<file path="src/hw/rtl/erie_pkg.sv">
package erie_pkg;

	localparam int QUEUE_DEPTH = 2;
	localparam int STORE_DEPTH = 256;
	localparam int REG_DEPTH   = 16;

	localparam logic [2:0] CMD_WR_PROG = 3'd0;
	localparam logic [2:0] CMD_WR_DATA = 3'd1;
	localparam logic [2:0] CMD_WR_REG  = 3'd2;
	localparam logic [2:0] CMD_STEP    = 3'd3;
	localparam logic [2:0] CMD_RD_DATA = 3'd4;
	localparam logic [2:0] CMD_RD_REG  = 3'd5;

	localparam logic [3:0] OP_ADD   = 4'd0;
	localparam logic [3:0] OP_SUB   = 4'd1;
	localparam logic [3:0] OP_MUL   = 4'd2;
	localparam logic [3:0] OP_INC   = 4'd3;
	localparam logic [3:0] OP_AND   = 4'd4;
	localparam logic [3:0] OP_OR    = 4'd5;
	localparam logic [3:0] OP_NOT   = 4'd6;
	localparam logic [3:0] OP_XOR   = 4'd7;
	localparam logic [3:0] OP_LOAD  = 4'd8;
	localparam logic [3:0] OP_STORE = 4'd9;
	localparam logic [3:0] OP_JUMP  = 4'd10;
	localparam logic [3:0] OP_BEQZ  = 4'd11;
	localparam logic [3:0] OP_HALT  = 4'd15;

	localparam logic [2:0] CLS_ARITH = 3'd0;
	localparam logic [2:0] CLS_LOGIC = 3'd1;
	localparam logic [2:0] CLS_DATA  = 3'd2;
	localparam logic [2:0] CLS_CTRL  = 3'd3;
	localparam logic [2:0] CLS_HALT  = 3'd4;
	localparam logic [2:0] CLS_NONE  = 3'd5;

	typedef struct packed {
		logic [2:0] command;
		logic [7:0] address;
		logic [7:0] value;
	} item_t;

	typedef enum logic [2:0] {
		ST_IDLE,
		ST_FETCH_HI,
		ST_FETCH_LO,
		ST_EXEC,
		ST_LOAD,
		ST_RD_DATA,
		ST_RD_REG
	} state_t;

	function automatic logic [2:0] op_class(input logic [3:0] op);
		logic [2:0] cls;
		unique case (op[3:2])
			2'b00: cls = CLS_ARITH;
			2'b01: cls = CLS_LOGIC;
			2'b10: cls = op[1] ? CLS_CTRL : CLS_DATA;
			default: cls = CLS_HALT;
		endcase
		return cls;
	endfunction

endpackage

</file>
<file path="src/hw/rtl/eight_bit_risc_instruction_executor_core.sv">
// channel | valid     | stall     | payload
// input   | in_valid  | in_stall  | command, address, value
// output  | out_valid | out_stall | read_value, instruction_class, halted, program_counter
//
// Writes, bad commands, register reads past 15 and steps while halted finish from idle
// in the back end; other reads add a read state; steps (load adds a load state) make
// two reads on the program store's one read port, then a register read, then execute.
// A queue of QueueDepth entries takes transfers while the back end is busy.
// Reset clears pc, the halt flag, the queue and the result slot; stores are not cleared.
// out_stall holds the result and stops the back end from starting the next item.
module eight_bit_risc_instruction_executor_core #(
	parameter int QueueDepth = erie_pkg::QUEUE_DEPTH
) (
	input  logic       clk,
	input  logic       arst_n,
	input  logic       in_valid,
	output logic       in_stall,
	input  logic [2:0] command,
	input  logic [7:0] address,
	input  logic [7:0] value,
	output logic       out_valid,
	input  logic       out_stall,
	output logic [7:0] read_value,
	output logic [2:0] instruction_class,
	output logic       halted,
	output logic [7:0] program_counter
);

	logic            q_valid, q_pop;
	erie_pkg::item_t q_item;

	erie_front #(.Depth(QueueDepth)) u_front (
		.clk(clk), .arst_n(arst_n),
		.in_valid(in_valid), .in_stall(in_stall),
		.command(command), .address(address), .value(value),
		.q_valid(q_valid), .q_item(q_item), .q_pop(q_pop));

	erie_back u_back (
		.clk(clk), .arst_n(arst_n),
		.q_valid(q_valid), .q_item(q_item), .q_pop(q_pop),
		.out_valid(out_valid), .out_stall(out_stall),
		.read_value(read_value), .instruction_class(instruction_class),
		.halted(halted), .program_counter(program_counter));

endmodule

</file>
<file path="src/hw/rtl/erie_ram.sv">
module erie_ram #(
	parameter int Width = 8,
	parameter int Depth = erie_pkg::STORE_DEPTH
) (
	input  logic                     clk,
	input  logic                     we,
	input  logic [$clog2(Depth)-1:0] waddr,
	input  logic [Width-1:0]         wdata,
	input  logic [$clog2(Depth)-1:0] raddr,
	output logic [Width-1:0]         rdata
);

	logic [Width-1:0] mem [Depth];

	always_ff @(posedge clk) begin
		if (we) begin
			mem[waddr] <= wdata;
		end
		rdata <= mem[raddr];
	end

endmodule

</file>
<file path="src/hw/rtl/erie_front.sv">
module erie_front #(
	parameter int Depth = erie_pkg::QUEUE_DEPTH
) (
	input  logic                clk,
	input  logic                arst_n,
	input  logic                in_valid,
	output logic                in_stall,
	input  logic [2:0]          command,
	input  logic [7:0]          address,
	input  logic [7:0]          value,
	output logic                q_valid,
	output erie_pkg::item_t     q_item,
	input  logic                q_pop
);

	localparam int IdxW = (Depth > 1) ? $clog2(Depth) : 1;
	localparam int CntW = $clog2(Depth + 1);

	erie_pkg::item_t buf_q [Depth];
	logic [IdxW-1:0] wr_ptr_q, rd_ptr_q;
	logic [CntW-1:0] count_q;
	logic            push, pop;

	assign in_stall = (count_q == CntW'(Depth));
	assign push     = in_valid && !in_stall;
	assign q_valid  = (count_q != '0);
	assign pop      = q_pop && q_valid;
	assign q_item   = buf_q[rd_ptr_q];

	function automatic logic [IdxW-1:0] bump(input logic [IdxW-1:0] p);
		return (p == IdxW'(Depth - 1)) ? '0 : p + 1'b1;
	endfunction

	always_ff @(posedge clk) begin
		if (push) begin
			buf_q[wr_ptr_q] <= '{command: command, address: address, value: value};
		end
	end

	always_ff @(posedge clk or negedge arst_n) begin
		if (!arst_n) begin
			wr_ptr_q <= '0;
			rd_ptr_q <= '0;
			count_q  <= '0;
		end else begin
			if (push) wr_ptr_q <= bump(wr_ptr_q);
			if (pop)  rd_ptr_q <= bump(rd_ptr_q);
			if (push && !pop)      count_q <= count_q + 1'b1;
			else if (pop && !push) count_q <= count_q - 1'b1;
		end
	end

	a_count_bound: assert property (@(posedge clk) disable iff (!arst_n)
		count_q <= CntW'(Depth))
		else $error("queue count beyond depth");

endmodule

</file>
<file path="src/hw/rtl/erie_back.sv">
module erie_back (
	input  logic            clk,
	input  logic            arst_n,
	input  logic            q_valid,
	input  erie_pkg::item_t q_item,
	output logic            q_pop,
	output logic            out_valid,
	input  logic            out_stall,
	output logic [7:0]      read_value,
	output logic [2:0]      instruction_class,
	output logic            halted,
	output logic [7:0]      program_counter
);

	erie_pkg::state_t state_q, state_d;
	logic [7:0] pc_q, pc_d;
	logic       stopped_q, stop_d;
	logic [7:0] hi_q, lo_q, lo_w;
	logic       out_valid_q;
	logic [7:0] rd_q, out_pc_q;
	logic [2:0] cls_q;
	logic       out_halt_q;

	logic       done;
	logic [7:0] done_rd;
	logic [2:0] done_cls;
	logic       slot_free;

	logic       pm_we, dm_we, rf_we;
	logic [7:0] pm_raddr, pm_rdata, dm_waddr, dm_wdata, dm_raddr, dm_rdata;
	logic [3:0] rf_waddr, rfa_raddr, rfb_raddr;
	logic [7:0] rf_wdata, rfa_rdata, rfb_rdata;

	logic [3:0]  op, fa, fb, fc;
	logic [15:0] prod;
	logic [7:0]  pc_seq, ea;

	assign slot_free = !out_valid_q || !out_stall;
	assign lo_w      = (state_q == erie_pkg::ST_FETCH_LO) ? pm_rdata : lo_q;
	assign op        = hi_q[7:4];
	assign fa        = hi_q[3:0];
	assign fb        = lo_w[7:4];
	assign fc        = lo_w[3:0];
	assign prod      = {8'd0, rfa_rdata} * {8'd0, rfb_rdata};
	assign pc_seq    = pc_q + 8'd2;
	assign ea        = rfa_rdata + {{4{fc[3]}}, fc};

	erie_ram #(.Width(8), .Depth(erie_pkg::STORE_DEPTH)) u_prog (
		.clk(clk), .we(pm_we), .waddr(q_item.address), .wdata(q_item.value),
		.raddr(pm_raddr), .rdata(pm_rdata));

	erie_ram #(.Width(8), .Depth(erie_pkg::STORE_DEPTH)) u_data (
		.clk(clk), .we(dm_we), .waddr(dm_waddr), .wdata(dm_wdata),
		.raddr(dm_raddr), .rdata(dm_rdata));

	// two copies of the register file give two read ports
	erie_ram #(.Width(8), .Depth(erie_pkg::REG_DEPTH)) u_rf_a (
		.clk(clk), .we(rf_we), .waddr(rf_waddr), .wdata(rf_wdata),
		.raddr(rfa_raddr), .rdata(rfa_rdata));

	erie_ram #(.Width(8), .Depth(erie_pkg::REG_DEPTH)) u_rf_b (
		.clk(clk), .we(rf_we), .waddr(rf_waddr), .wdata(rf_wdata),
		.raddr(rfb_raddr), .rdata(rfb_rdata));

	always_comb begin
		state_d   = state_q;
		pc_d      = pc_q;
		stop_d    = stopped_q;
		q_pop     = 1'b0;
		pm_we     = 1'b0;
		dm_we     = 1'b0;
		rf_we     = 1'b0;
		dm_waddr  = q_item.address;
		dm_wdata  = q_item.value;
		rf_waddr  = q_item.address[3:0];
		rf_wdata  = q_item.value;
		pm_raddr  = pc_q;
		dm_raddr  = q_item.address;
		rfa_raddr = q_item.address[3:0];
		rfb_raddr = fc;
		done      = 1'b0;
		done_rd   = 8'd0;
		done_cls  = erie_pkg::CLS_NONE;
		unique case (state_q)
			erie_pkg::ST_IDLE: begin
				if (q_valid && slot_free) begin
					q_pop = 1'b1;
					unique case (q_item.command)
						erie_pkg::CMD_WR_PROG: begin
							pm_we = 1'b1;
							done  = 1'b1;
						end
						erie_pkg::CMD_WR_DATA: begin
							dm_we = 1'b1;
							done  = 1'b1;
						end
						erie_pkg::CMD_WR_REG: begin
							rf_we = (q_item.address[7:4] == 4'd0);
							done  = 1'b1;
						end
						erie_pkg::CMD_STEP: begin
							if (stopped_q) done = 1'b1;
							else state_d = erie_pkg::ST_FETCH_HI;
						end
						erie_pkg::CMD_RD_DATA: state_d = erie_pkg::ST_RD_DATA;
						erie_pkg::CMD_RD_REG: begin
							if (q_item.address[7:4] == 4'd0) state_d = erie_pkg::ST_RD_REG;
							else done = 1'b1;
						end
						default: done = 1'b1;
					endcase
				end
			end
			erie_pkg::ST_FETCH_HI: begin
				pm_raddr = pc_q + 8'd1;
				state_d  = erie_pkg::ST_FETCH_LO;
			end
			erie_pkg::ST_FETCH_LO: begin
				rfa_raddr = (op == erie_pkg::OP_INC || op == erie_pkg::OP_BEQZ) ? fa : fb;
				rfb_raddr = (op == erie_pkg::OP_STORE) ? fa : fc;
				state_d   = erie_pkg::ST_EXEC;
			end
			erie_pkg::ST_EXEC: begin
				done     = 1'b1;
				done_cls = erie_pkg::op_class(op);
				pc_d     = pc_seq;
				state_d  = erie_pkg::ST_IDLE;
				rf_waddr = fa;
				rf_we    = (op[3] == 1'b0);
				unique case (op)
					erie_pkg::OP_ADD: rf_wdata = rfa_rdata + rfb_rdata;
					erie_pkg::OP_SUB: rf_wdata = rfa_rdata - rfb_rdata;
					erie_pkg::OP_MUL: rf_wdata = prod[7:0];
					erie_pkg::OP_INC: rf_wdata = rfa_rdata + 8'd1;
					erie_pkg::OP_AND: rf_wdata = rfa_rdata & rfb_rdata;
					erie_pkg::OP_OR:  rf_wdata = rfa_rdata | rfb_rdata;
					erie_pkg::OP_NOT: rf_wdata = ~rfa_rdata;
					erie_pkg::OP_XOR: rf_wdata = rfa_rdata ^ rfb_rdata;
					erie_pkg::OP_LOAD: begin
						dm_raddr = ea;
						done     = 1'b0;
						pc_d     = pc_q;
						state_d  = erie_pkg::ST_LOAD;
					end
					erie_pkg::OP_STORE: begin
						dm_we    = 1'b1;
						dm_waddr = ea;
						dm_wdata = rfb_rdata;
					end
					// offsets count instructions, so they are doubled
					erie_pkg::OP_JUMP: pc_d = pc_seq + {fa[2:0], fb, 1'b0};
					erie_pkg::OP_BEQZ: begin
						if (rfa_rdata == 8'd0) pc_d = pc_seq + {fb[2:0], fc, 1'b0};
					end
					default: begin
						if (op == erie_pkg::OP_HALT) stop_d = 1'b1;
					end
				endcase
			end
			erie_pkg::ST_LOAD: begin
				rf_we    = 1'b1;
				rf_waddr = fa;
				rf_wdata = dm_rdata;
				done     = 1'b1;
				done_cls = erie_pkg::CLS_DATA;
				pc_d     = pc_seq;
				state_d  = erie_pkg::ST_IDLE;
			end
			erie_pkg::ST_RD_DATA: begin
				done    = 1'b1;
				done_rd = dm_rdata;
				state_d = erie_pkg::ST_IDLE;
			end
			erie_pkg::ST_RD_REG: begin
				done    = 1'b1;
				done_rd = rfa_rdata;
				state_d = erie_pkg::ST_IDLE;
			end
			default: state_d = erie_pkg::ST_IDLE;
		endcase
	end

	always_ff @(posedge clk) begin
		if (state_q == erie_pkg::ST_FETCH_HI) hi_q <= pm_rdata;
		if (state_q == erie_pkg::ST_FETCH_LO) lo_q <= pm_rdata;
		if (done) begin
			rd_q       <= done_rd;
			cls_q      <= done_cls;
			out_pc_q   <= pc_d;
			out_halt_q <= stop_d;
		end
	end

	always_ff @(posedge clk or negedge arst_n) begin
		if (!arst_n) begin
			state_q     <= erie_pkg::ST_IDLE;
			pc_q        <= 8'd0;
			stopped_q   <= 1'b0;
			out_valid_q <= 1'b0;
		end else begin
			state_q   <= state_d;
			pc_q      <= pc_d;
			stopped_q <= stop_d;
			if (done) out_valid_q <= 1'b1;
			else if (!out_stall) out_valid_q <= 1'b0;
		end
	end

	assign out_valid         = out_valid_q;
	assign read_value        = rd_q;
	assign instruction_class = cls_q;
	assign halted            = out_halt_q;
	assign program_counter   = out_pc_q;

	a_slot_empty: assert property (@(posedge clk) disable iff (!arst_n)
		(state_q != erie_pkg::ST_IDLE) |-> !out_valid_q)
		else $error("result slot busy while an item is in flight");

	a_stop_sticky: assert property (@(posedge clk) disable iff (!arst_n)
		!$fell(stopped_q))
		else $error("stopped flag cleared outside reset");

	a_fetch_seq: assert property (@(posedge clk) disable iff (!arst_n)
		(state_q == erie_pkg::ST_FETCH_HI) |=> (state_q == erie_pkg::ST_FETCH_LO))
		else $error("fetch sequence broken");

endmodule
</file>
<file path="config.mk">
export PLATFORM = sky130hd
export DESIGN_NAME = eight_bit_risc_instruction_executor_core
export DESIGN_NICKNAME = d
export VERILOG_FILES = /design/src/hw/rtl/erie_pkg.sv /design/src/hw/rtl/eight_bit_risc_instruction_executor_core.sv /design/src/hw/rtl/erie_ram.sv /design/src/hw/rtl/erie_front.sv /design/src/hw/rtl/erie_back.sv
export SDC_FILE = /design/constraint.sdc
export NUM_CORES = 2
export LEC_CHECK = 0
export BUFFER_PORTS_ARGS = -buffer_cell sky130_fd_sc_hd__buf_2
export CAP_MARGIN = 25
export CORE_ASPECT_RATIO = 1.25
export CORE_MARGIN = 5
export CORE_UTILIZATION = 24
export DETAILED_ROUTE_END_ITERATION = 10
export PLACE_DENSITY_LB_ADDON = 0.12
export SLEW_MARGIN = 20
export SYNTH_ARGS = -nofsm -noshare
export SYNTH_HDL_FRONTEND = slang
export SYNTH_HIERARCHICAL = 1
export SYNTH_MEMORY_MAX_BITS = 65536
export SYNTH_SLANG_ARGS = --single-unit
</file>
<file path="constraint.sdc">
create_clock -name clk -period 40.3 [get_ports clk]
set_input_delay 2.015 -clock clk [delete_from_list [all_inputs] [get_ports clk]]
set_output_delay 2.015 -clock clk [all_outputs]
set_load 0.01 [all_outputs]
</file>
==> reports/metrics.sh <==
OUTCOME='finished, final reports clean'
TIMING.CRITICAL_PATH.DEPTH=11
GR-MAX-USAGE-LAYER='met2'
FIRSTDRTPASSITERS=6
DETAIL_ROUTE.WL_PER_CELL_UM=29.37
LARGEST_NET_DEGREE_AT_THE_START_OF_GLOBAL_ROUTING=191
DIE-WIDTH_UM=777.4
HOLD_PATH_CLASS='flop to flop'
PATH_CLASS='flop to flop'
MAX-CLOCK-PATH-BUFFERS=4
MET3_USAGE_PCT=1.763
POST_SYNTH_MAIN_AREA_CONTRIBUTORS='edfxtp_1 (75%), mux4_2 (12%), mux2i_1 (1.6%), nor2_1 (1.4%), a22oi_1 (1.3%)'
SYNTH_ASYNC_SR_FLOP_SHARE_PCT=0.3577
FINAL_HOLD_VIOL_COUNT=0
WORST_PATH_LARGEST_CELL_DELAY_NS=0.97
WORSTPATHMAXFANOUT=75
PATH_CELLS='nor2b_1, nand3_1, mux2_8, buf_12, buf_4, buf_4, mux4_2, a221oi_2, o32ai_2, nor3_1, nor4_2'
REG2REG_DEPTH=11
YOSYSSEQAREASHARE_PCT=75.75
CHIPHEIGHT_UM=969.3
CLOCK_TREE.HTREE_LEVEL_COUNT=6
MAX_CAP_VIOLATIONS=0
IO_PINS=45
HP_START='u_back/u_prog/rdata[1]'
MET2_USAGE_PCT=26.64
WORSTSKEWPAIRLATENCY_NS=1.08
FLOORPLAN.INITIALDENSITY_PCT=24.05
IR_DROP_V=0.00005537
GLOBAL_ROUTE.OVERFLOW_TOTAL=0
MAPPEDNETLISTNETS=8766
MAXCLOCKFREQUENCY_MHz=129.2
SLEW-LIMIT-HEADROOM_PCT=21.91
SYNTH.CELLS.MOST_FREQUENT='edfxtp_1 (4417), mux4_2 (946), nor2_1 (642)'
CP_NUM_BUF_INV=3
YOSYS.CELL_COUNT.TOP_TYPE='edfxtp_1'
FINALWIRELENGTH_MM=563.2
POST-CTS-SETUP-BUFFERS=0
SYNTHDISTINCTLIBCELLS=89
HOLDPATHEND='u_back/hi_q[1]'
FIRST_ITER_VIOLATIONS=6895
TIMING.FINAL.CRIT_PERIOD_NS=7.738
POSTSYNTHREGISTERBITS=4473
SLEW_VIOLATIONS=0
SYNTH_ENABLE_FLOP_CELLS=4417
WORST_HOLD_PATH.NUM_CELLS=0
PLACE_INST=18209
FP-ROW-COUNT=352
DESIGN.DIE.AREA_UM2=753500
POWER.STATIC_LEAKAGE_uW=0.06194
VIAS=87844
SETUP_VIOLATIONS=0
CRIT_REQUIRED_NS=41.17
AREAGROWTHSYNTHTOFINISH_PCT=16.32
POSTCTSRESIZEDCELLS=0
TIMING.CRITICAL_PATH.TO_TYPE='flop'
POSTLAYOUTCOREUTIL_PCT=27.98
ROUTED_VIA_COUNT_DIVIDED_BY_CELL_COUNT=4.582
YOSYSWARNINGCOUNT=6
FINALWEIGHTEDCONGESTION=0.7737
TIMING.CRITICAL_PATH.SLOWEST_STAGE_CELL='mux2_8'
TIGHTEST_SLEW_NS=1.171
POSTSYNTHAREAPERCELL_UM2=20.39
CLOCK-SKEW-FINAL_NS=0.07541
CTS-BUFFERS-INSERTED=526
POSTCTSHOLDBUFS=0
NNETSFINAL=9123
PWR_DENSITY_CELL_nW_PER_UM2=75.35
CLOCK_PIN_SLEW_ON_THE_WORST_SETUP_AND_HOLD_PATHS_NS=0.06
CORE-AREA_UM2=734600
FINALCRITPERIODSHARE_PCT=19.20
CP_DATA_ARRIVAL_TIME_NS=8.61
SYNTH_TOP_CELL_BY_AREA='edfxtp_1'
GRT_ANTENNA_BEFORE_REPAIR=20
CPMOSTUSEDCELL='buf_4'
CRIT-REG2REG-LAUNCH='u_back/hi_q[6]'
RSZ0062_AT_GRT='false'
CTS_TREE='built'
REMAINING_DRC_ERRORS=0
CRIT_PATH_START_KIND='flop'
LAYOUT-DRIVE-GT1-SHARE_PCT=23.17
GROUTE.USAGE.OVERALL_PCT=14.53
FIRST_GLOBAL_VIAS=92528
DETAILED_PLACER_S_ENDING_HPWL_MM=358.5
SYNTHCELLS=8666
NUMPORTBUFFERS=43
FINAL_CELLS=19173
WORST_PATH_TOP_CELL_FAMILY_BY_DELAY='simple AND/OR/NAND/NOR gates'
RRSETUPSLACK_NS=32.56
FIRST_PASS_GRT_WIRE_LENGTH_MM=777.5
TOTALNEGATIVESETUPSLACK_NS=0
CLK_ROOT_BUFFER_CELL='clkbuf_16'
ANT_NETS=0
USE_MET1_PCT=18.16
POST-SYNTH-TOP-AREA-FRACTION_PCT=75.07
CRITICAL_PATH.REG2REG.ENDPOINT='u_back/u_data/rdata[6]'
SYNTH_AREA_UM2=176700
CTS.SINK_COUNT=4473
SYNTH_FLOP_CELL='edfxtp_1'
-- metrics by stage --
| stage | setup WS, ns | hold slack [ns] | power [uW] | cell area, um^2 |
|---|---|---|---|---|
| 4_1_cts | 32.31 | 0.4950 | 15820 | 205300 |
| 5_1_grt | 32.01 | 0.5061 | 16160 | 205500 |
| 3_3_place_gp | 31.70 | 0.4771 | 11130 | 188500 |
| 6_report | 32.56 | 0.4832 | 15490 | 205500 |
| 2_1_floorplan | 26.82 | 0.4027 | 9159 | 176700 |
| 3_5_place_dp | 32.32 | 0.4787 | 11210 | 189000 |
-- worst max-delay path by stage --
stage	endpoint	from	slack, ns
2_1_floorplan	u_back/u_data/mem[0][0]	u_back/hi_q[6]	26.82
4_1_cts	u_back/u_data/rdata[3]	u_back/hi_q[6]	32.31
3_3_place_gp	u_back/u_data/rdata[7]	u_back/hi_q[6]	31.70
3_5_place_dp	u_back/u_data/rdata[3]	u_back/hi_q[6]	32.32
5_1_grt	u_back/u_data/rdata[6]	u_back/hi_q[6]	32.01
6_report	u_back/u_data/rdata[6]	u_back/hi_q[6]	32.56
-- where the power goes --
part	internal [uW]	leakage [uW]	switching, uW	total (uW)
clock network	2620	0.00792	1920	4540
logic	1610	0.0138	3380	4990
registers	5840	0.0402	117	5950
total	10100	0.0619	5420	15500
-- cell type report --
cell class | instances | area, um^2
Antenna cell | 17 | 42.54
Clock buffer | 681 | 13980
Clock inverter | 245 | 2252
Fill cell | 72705 | 529100
Inverter | 68 | 255.2
Multi-Input combinational cell | 3603 | 40080
Sequential cell | 4473 | 133900
Tap cell | 9735 | 12180
Timing Repair Buffer | 351 | 2863
-- layout by cell type (no fill, tap or decap), types with 48 or more instances in the layout --
master     synthesis  final
edfxtp_1        4417   4417
mux4_2           946    946
nor2_1           642    629
clkbuf_16          0    533
a22oi_1          312    312
mux2i_1          283    283
buf_4             59    273
a21oi_1          231    227
nand2_1          155    153
clkbuf_1         243    139
o221ai_1          94     94
clkinv_1           3     92
nor2b_1           84     77
nand3_1           85     74
clkinv_2           0     72
inv_1             65     65
ha_1              61     61
o22ai_1           59     59
nor3_1            64     57
o21ai_0           60     48
-- cells by family (layout without fill, tap and decap cells) --
logic type	count (synthesis)	after routing	share of synthesized area, %
compound gates	961	961	3.804
mux	1310	1310	14.50
fa+ha+maj	77	77	0.6133
flops	4473	4473	75.75
buf+inv	590	1345	1.979
other cells	1	18	0.002123
xor+xnor	47	47	0.2450
simple gates	1207	1207	3.101
-- state kept, by name, summed over array words and instances (netlist names), 8 cells and up --
register             count
u_back/read_value        8
u_front/buf_q           38
u_back/hi_q              8
u_back/u_rf_b/mem      128
u_back/u_rf_a/rdata      8
u_back/u_data/mem     2048
u_back/u_data/rdata      8
u_back/u_rf_b/rdata      8
u_back/lo_q              8
u_back/u_rf_a/mem      128
u_back/u_prog/mem     2048
u_back/u_prog/rdata      8
-- routing by layer --
metal  wire, um  vias up
met5          0        -
met4      13800        0
met3      20540      657
met2     298600     2035
met1     230300    48374
li1           -    36778
No activity file was read; power rests on OpenSTA's default activity.
